`config.mk`:
```
export PLATFORM = sky130hd
export DESIGN_NAME = ipv4_dotted_decimal_parser
export DESIGN_NICKNAME = d
export VERILOG_FILES = /design/src/hdl/ipv4p_pkg.sv /design/src/hdl/ipv4_dotted_decimal_parser.sv
export SDC_FILE = /design/constraint.sdc
export NUM_CORES = 1
export LEC_CHECK = 0
export BUFFER_PORTS_ARGS = -buffer_cell sky130_fd_sc_hd__buf_2
export CAP_MARGIN = 20
export CORE_AREA = 5 5 110 112
export CTS_BUF_LIST = sky130_fd_sc_hd__clkbuf_16
export DETAILED_ROUTE_END_ITERATION = 6
export DIE_AREA = 0 0 115 117
export PLACE_DENSITY = 0.66
export RECOVER_POWER = 100
export SLEW_MARGIN = 20
export SYNTH_ARGS = -nofsm -noshare
export SYNTH_HDL_FRONTEND = slang
export SYNTH_SLANG_ARGS = --single-unit
```
`constraint.sdc`:
```
create_clock -name clk -period 3.4 [get_ports clk]
set_input_delay 0.34 -clock clk [delete_from_list [all_inputs] [get_ports clk]]
set_output_delay 0.34 -clock clk [all_outputs]
set_load 0.05 [all_outputs]
```
`src/hdl/ipv4p_pkg.sv`:
```
// shared constants for the dotted-decimal ipv4 parser
package ipv4p_pkg;

    localparam int CHAR_W    = 8;
    localparam int PART_W    = 9;
    localparam int DOTS_W    = 2;
    localparam int ADDR_W    = 32;
    localparam int PROD_W    = 13;

    localparam logic [CHAR_W-1:0] CHAR_NUL  = 8'h00;
    localparam logic [CHAR_W-1:0] CHAR_DOT  = 8'h2e;
    localparam logic [CHAR_W-1:0] CHAR_ZERO = 8'h30;
    localparam logic [CHAR_W-1:0] CHAR_NINE = 8'h39;

    localparam logic [PART_W-1:0] PART_MAX  = 9'd511;
    localparam logic [PART_W-1:0] OCTET_MAX = 9'd255;
    localparam logic [DOTS_W-1:0] DOTS_MAX  = 2'd3;

endpackage

```
`src/hdl/ipv4_dotted_decimal_parser.sv`:
```
// dotted-decimal ipv4 address parser, one ascii character per request
//
// input channel (s_*): one character per request in s_tdata; a zero byte
// ends the string. non-terminating characters produce no result.
// output channel (m_*): one result per terminating zero: m_tuser[0] is the
// valid flag, m_tdata the address with the first octet in bits 31:24
// (zero when the string is invalid).
// the result shows on m_tvalid once the accepted zero byte has passed the
// input register, then the result register.
// throughput: one character per cycle while s_tready is high, each accepted
// character updating the part accumulator (multiply by ten, add, saturate) and address shift.
// when the receiver stalls, the result register holds its request and
// characters still flow in until a second zero byte reaches the input
// register; then s_tready drops until the pending result is taken.
// reset clears the parser state, the input register and the result valid
// flag (not the result data); no result is pending after reset.
module ipv4_dotted_decimal_parser
    import ipv4p_pkg::*;
(
    input  logic              clk,
    input  logic              rst_n,
    input  logic              s_tvalid,
    output logic              s_tready,
    input  logic [7:0]        s_tdata,   // [7:0] character
    output logic              m_tvalid,
    input  logic              m_tready,
    output logic [31:0]       m_tdata,   // [31:0] address
    output logic [0:0]        m_tuser    // [0] valid_res
);

    logic              in_valid_reg;
    logic [CHAR_W-1:0] in_char_reg;

    logic [PART_W-1:0] part_reg, part_next;
    logic [DOTS_W-1:0] dots_reg, dots_next;
    logic [ADDR_W-1:0] partial_reg, partial_next;
    logic              error_reg, error_next;

    logic              out_valid_reg;
    logic              out_ok_reg;
    logic [ADDR_W-1:0] out_addr_reg;

    logic              is_nul;
    logic              is_dot;
    logic              is_digit;
    logic              advance;
    logic              part_ok;
    logic [PROD_W-1:0] prod;
    logic [ADDR_W-1:0] pushed;
    logic [ADDR_W-1:0] aligned;
    logic              res_ok;
    logic [ADDR_W-1:0] res_addr;

    assign is_nul   = (in_char_reg == CHAR_NUL);
    assign is_dot   = (in_char_reg == CHAR_DOT);
    assign is_digit = (in_char_reg >= CHAR_ZERO) && (in_char_reg <= CHAR_NINE);

    // only a terminating character needs room in the result register
    assign advance  = in_valid_reg && (!is_nul || !out_valid_reg || m_tready);
    assign s_tready = !in_valid_reg || advance;

    assign part_ok = (part_reg <= OCTET_MAX);
    assign prod    = PROD_W'(part_reg) * PROD_W'(10)
                   + PROD_W'(in_char_reg[3:0] - CHAR_ZERO[3:0]);
    assign pushed  = {partial_reg[ADDR_W-9:0], part_reg[7:0]};

    always_comb
    begin
        case (dots_reg)
            2'd0:    aligned = {pushed[7:0], 24'd0};
            2'd1:    aligned = {pushed[15:0], 16'd0};
            2'd2:    aligned = {pushed[23:0], 8'd0};
            default: aligned = pushed;
        endcase
    end

    assign res_ok   = !error_reg && part_ok;
    assign res_addr = res_ok ? aligned : '0;

    always_comb
    begin
        part_next    = part_reg;
        dots_next    = dots_reg;
        partial_next = partial_reg;
        error_next   = error_reg;
        if (is_nul)
        begin
            part_next    = '0;
            dots_next    = '0;
            partial_next = '0;
            error_next   = 1'b0;
        end
        else if (!error_reg)
        begin
            if (is_digit)
            begin
                part_next = (prod > PROD_W'(PART_MAX)) ? PART_MAX : prod[PART_W-1:0];
            end
            else if (is_dot)
            begin
                if ((dots_reg == DOTS_MAX) || !part_ok)
                begin
                    error_next = 1'b1;
                end
                else
                begin
                    partial_next = pushed;
                    part_next    = '0;
                    dots_next    = dots_reg + 2'd1;
                end
            end
            else
            begin
                error_next = 1'b1;
            end
        end
    end

    always_ff @(posedge clk or negedge rst_n)
    begin
        if (!rst_n)
        begin
            in_valid_reg  <= 1'b0;
            in_char_reg   <= '0;
            part_reg      <= '0;
            dots_reg      <= '0;
            partial_reg   <= '0;
            error_reg     <= 1'b0;
            out_valid_reg <= 1'b0;
        end
        else
        begin
            if (s_tready)
            begin
                in_valid_reg <= s_tvalid;
                in_char_reg  <= s_tdata;
            end
            if (advance)
            begin
                part_reg    <= part_next;
                dots_reg    <= dots_next;
                partial_reg <= partial_next;
                error_reg   <= error_next;
            end
            if (advance && is_nul)
            begin
                out_valid_reg <= 1'b1;
            end
            else if (m_tready)
            begin
                out_valid_reg <= 1'b0;
            end
        end
    end

    always_ff @(posedge clk)
    begin
        if (advance && is_nul)
        begin
            out_ok_reg   <= res_ok;
            out_addr_reg <= res_addr;
        end
    end

    assign m_tvalid = out_valid_reg;
    assign m_tdata  = out_addr_reg;
    assign m_tuser  = out_ok_reg;

endmodule

```
== After elaboration in Yosys (flattened, before gate mapping) ==
Cells that the tools add are included.

* Reduce and logical (&&, ||, !) cells: 20
* Multiplexer cells: 24
* Shift operators: 0
* Eq/ne operators: 8
* Div/mod/pow operators: 0
* $lt $le $gt $ge: 4
* Bitwise operators: 0
* Add/sub/neg operators: 2
* $mul: 1

{| class="wikitable"
|+ Operator list
! operator !! count
|-
| $mux 24 || 5
|-
| $pmux 32 s3 || 1
|-
| $mux 9 || 6
|-
| $add 13x4->13 || 1
|-
| $gt 13x9->1 const B || 1
|-
| $mul 9x3->12 const B || 1
|-
| $mux 2 || 5
|-
| $le 9x8->1 const B || 1
|-
| $eq 8x6->1 const B || 1
|-
| $ge 8x6->1 const B || 1
|-
| $le 8x6->1 const B || 1
|-
| $logic_not 8->1 || 1
|-
| $mux 1 || 7
|-
| $logic_not 1->1 || 5
|-
| $reduce_and 5->1 || 1
|-
| $eq 2x2->1 const B || 2
|-
| $logic_and 1x1->1 || 4
|-
| $logic_or 1x1->1 || 4
|-
| $ne 2x2->1 const B || 2
|-
| $reduce_and 4->1 || 1
|-
| $reduce_bool 2->1 || 2
|-
| $ne 3x3->1 const B || 1
|-
| $reduce_bool 3->1 || 1
|-
| $add 2x1->2 const B || 1
|-
| 3 further kinds || 3
|}

* Bits in read-only memories: 0
* Input bits: 12
* Bits in writable memories: 0
* Bits in registers: 79
* Bits in latches: 0
* Logic and storage cells: 68
* Memories: 0

== Longest topological paths before layout ==
* Depth after elaboration: 8
* Gate-level depth with buffers: 10
* Mapped depth without buffers: 9

== Worst setup path before layout ==
Ideal clock, no wire load.

* Kind: reg-to-reg
* Start: register part_reg[1]
* End: register part_reg[0]
* Slack: 547 ps
* Path buffers: 0
* Arrival: 2786 ps
* Cell stages (with the launch flop): 10
* Setup time: 67 ps
* Data required time: 3333 ps
* Path through: dfrtp_1 -> ha_1 -> ha_1 -> fa_1 -> a211o_1 -> a22oi_1 -> nand4bb_1 -> and2_4 -> a221oi_4 -> a221o_1

* Word-level cells in the longest chain between the ends: 7

{| class="wikitable"
|+ RTL lines
! item !! line !! source
|-
| start, declared || ipv4_dotted_decimal_parser.sv:34 || <nowiki>logic [PART_W-1:0] part_reg, part_next;</nowiki>
|-
| start signal, assigned || ipv4_dotted_decimal_parser.sv:140 || <nowiki>part_reg <= part_next;</nowiki>
|-
| $mul 9x3->12 || ipv4_dotted_decimal_parser.sv:63 || <nowiki>assign prod = PROD_W'(part_reg) * PROD_W'(10)</nowiki>
|-
| $add 13x4->13 || ipv4_dotted_decimal_parser.sv:64 || <nowiki>+ PROD_W'(in_char_reg[3:0] - CHAR_ZERO[3:0]);</nowiki>
|-
| $gt 13x9->1 || ipv4_dotted_decimal_parser.sv:97 || <nowiki>part_next = (prod > PROD_W'(PART_MAX)) ? PART_MAX : prod[PART_W-1:0];</nowiki>
|-
| $mux 9 || ipv4_dotted_decimal_parser.sv:97 ||
|-
| $mux 9 || ipv4_dotted_decimal_parser.sv:95 || <nowiki>if (is_digit)</nowiki>
|-
| $mux 9 || ipv4_dotted_decimal_parser.sv:93 || <nowiki>else if (!error_reg)</nowiki>
|-
| $mux 9 || ipv4_dotted_decimal_parser.sv:86 || <nowiki>if (is_nul)</nowiki>
|}

Several ways; a longest one is shown, not always the timed one. The select of a mux whose other input is x is not followed.
A chain may end at the register's enable or synchronous reset.

== Final worst setup path ==
* Start: register part_reg[1]
* End: register part_reg[1]

Same word-level chain as after synthesis.

==> flow_metrics.env <==
export IMPL_status="finished, violations left"
export IMPL_violations="capacitance limit, slew limit"
export IMPL_drcViolationCount=0
export IMPL_groute_usage_overall_pct=13.0
export IMPL_p_per_area_mw_per_mm2=440
export IMPL_ys_warn_count=0
export IMPL_clkPwrFrac_pct=49.1
export IMPL_max_freq_mhz=309
export IMPL_post_cts_buffers=0
export IMPL_worst_slack_ps=168
export IMPL_finClkSkew_ps=7.51
export IMPL_hold_viol=0
export IMPL_ioPinCount=47
export IMPL_crit_type="flop to flop"
export IMPL_vias=2832
export IMPL_antenna_found_initial=0
export IMPL_coreArea_mm2=0.0111
export IMPL_grt_max_degree=57
export IMPL_area_growth_pct=15.6
export IMPL_max_vdd_ir_drop_v=0.000226
export IMPL_ant_nets=0
export IMPL_ys_types=46
export IMPL_min_period_ps=3230
export IMPL_die_x_um=115
export IMPL_syn_area_mm2=0.00398
export IMPL_worst_pin_slew_ps=2450
export IMPL_reg2reg_depth=9
export IMPL_path_cells="ha_1 > ha_1 > fa_1 > a211o_1 > a22oi_1 > nand4bb_1 > and2_4 > a221oi_4 > a221o_1"
export IMPL_cap_violations=1
export IMPL_p_leak_nw=1.94
export IMPL_fillers=1064
export IMPL_synthArstFlopShare_pct=58.2
export IMPL_layout_common_cells="53 x nor2_1, 46 x dfrtp_1, 36 x clkbuf_1"
export IMPL_drt_iter0_markers=223
export IMPL_worstSetupPathDepth=9
export IMPL_globalplace_congestion=0.907
export IMPL_setup_violations_final=0
export IMPL_hp_start="s_tvalid"
export IMPL_hold_depth=2
export IMPL_comb_power_share_pct=1.5
export IMPL_root_buffer="clkbuf_16"
export IMPL_tritoncts="built"
export IMPL_cts_resized=0
export IMPL_antenna_cells=0
export IMPL_postSynthAreaPerCell_um2=11.5
export IMPL_timing_rr_start="part_reg[1]"
export IMPL_fin_tns_setup_ps=0
export IMPL_pwr_share_seq_pct=49.4
export IMPL_clk_pin_slew_worst_paths_ps=60
export IMPL_avgRoutedWirePerCell_um=15.8
export IMPL_grt_ovfl_total=0
export IMPL_crit_start="part_reg[1]"
export IMPL_crit_top_cell="ha_1"
export IMPL_crit_path_end_kind="flop"
export IMPL_final_cells=535
export IMPL_internal_power_w=0.00164
export IMPL_nNetsFinal=424
export IMPL_seq_area_frac_synth_pct=53.8
export IMPL_hold_class="primary input to flop"
export IMPL_start_kind="flop"
export IMPL_reg2reg_slack_ps=170
export IMPL_die_h_um=117
export IMPL_largest_register_ffs=32
export IMPL_cts_max_level=3
export IMPL_relSlewSlack_pct=-63.7
export IMPL_rsz0062_at_grt="false"
export IMPL_synth_ff_type="dfrtp_1"
export IMPL_critPathSlowestCell="dfrtp_1"
export IMPL_synth_enable_flop_cells=33
export IMPL_cp_required_ps=3660
export IMPL_die_area_mm2=0.0135
export IMPL_critical_path_max_stage_delay_ps=500
export IMPL_cts_buffers_inserted=9
export IMPL_path_buf_inv=0
export IMPL_mostFrequentLayoutCell="nor2_1"
export IMPL_wirelength_um=8450
export IMPL_crit_fanout=9
export IMPL_cp_top_family="compound AO/OA/AOI/OAI gates"
export IMPL_place_ws_ps=221
export IMPL_viasPerCell=5.29
export IMPL_ctsHoldBuffers=0
export IMPL_syn_inst=346
export IMPL_finalMaxSlewViolations=47
export IMPL_p_sw_share_pct=18.9
export IMPL_synth_seq_cells=79
export IMPL_portBuffers=46
export IMPL_final_core_util_pct=41.4
export IMPL_clock_path_buffers=2
export IMPL_start_util_pct=35.8
export IMPL_first_global_vias=2738
export IMPL_synth_nets=382
export IMPL_num_rows=39
export IMPL_arrival_ps=3500
export IMPL_first_pass_iters=4
export IMPL_post_route_period_util_pct=95.1
export IMPL_switching_power_w=0.000383
export IMPL_clk_latency_ps=330
export IMPL_grt_pass1_wl_um=13800
export IMPL_clkSinkCount=79
export IMPL_place_inst=520
export IMPL_drive_gt1_share_pct=10.5
export IMPL_dp_hpwl_um=5660
[final cells by class]
cell class,instances,area [µm²],share of cell area (%)
Tap cell,143,179,3.89
Timing Repair Buffer,51,218,4.73
Clock inverter,6,85.1,1.85
Inverter,5,20.0,0.435
Multi-Input combinational cell,242,1740,37.7
Clock buffer,9,225,4.89
Sequential cell,79,2140,46.5
[cell usage after synthesis (2+ instances only)]
master	count	area, µm²
and4b_1	2	20.0
a222oi_1	8	80.1
fa_1	2	40.0
edfxtp_1	33	991
or2_2	4	25.0
a22o_1	25	219
or2_1	2	12.5
nand2_1	15	56.3
a21o_1	3	22.5
nor2_1	53	199
xnor2_1	4	35.0
and2_1	9	56.3
inv_1	4	15.0
a221o_1	10	100
dfrtp_1	46	1150
a22oi_1	9	67.6
nor3_2	2	20.0
a2111oi_4	2	55.1
nand3_1	2	10.0
xor2_1	3	26.3
o21ai_1	2	10.0
nor4_1	2	12.5
buf_1	3	11.3
ha_1	22	275
a21oi_1	31	155
clkbuf_1	9	33.8
and3_1	9	56.3
buf_2	8	40.0
nand2b_1	2	12.5
o21ai_0	4	20.0
[power groups by stage]
stage	logic (W)	clock network, W	registers (W)
finish	0.0000296	0.000994	0.00100
global route	0.0000348	0.00105	0.00100
CTS	0.0000322	0.00102	0.00100
detailed placement	0.0000320	0	0.00102
global placement	0.0000309	0	0.00102
floorplan	0.0000104	0	0.00102
[layer usage]
layer | vias to the layer above | GRT usage (%) | routed length [µm]
met1 | 1357 | 18.1 | 3960
met5 | - | 0 | 0
met2 | 69 | 20.0 | 3830
li1 | 1394 | - | -
met3 | 12 | 2.67 | 489
met4 | 0 | 5.16 | 160
[metrics by stage]
step,area (µm²),total power [W],hold slack (ps)
floorplan,3980,0.00103,44.4
global placement,4350,0.00105,486
detailed placement,4350,0.00105,483
CTS,4660,0.00205,206
global route,4600,0.00209,220
finish,4600,0.00202,210
[path summary, 6_finish.rpt]
check | end
worst min-delay path | in_valid_reg
min in group asynchronous | partial_reg[14]
worst max register to register | part_reg[1]
worst max-delay path | part_reg[1]
worst min register to register | partial_reg[22]
max in group asynchronous | part_reg[7]
[kinds of logic (layout without fill, tap and decap cells)]
logic type      after synthesis  in the layout  share of synthesized area, %
compound gates              102            102                          20.6
xor+xnor                      7              7                          1.54
fa+ha+maj                    24             24                          7.92
buf+inv                      25             71                          2.64
flops                        79             79                          53.8
simple gates                109            109                          13.5
Power figures use the tool's default switching activity.
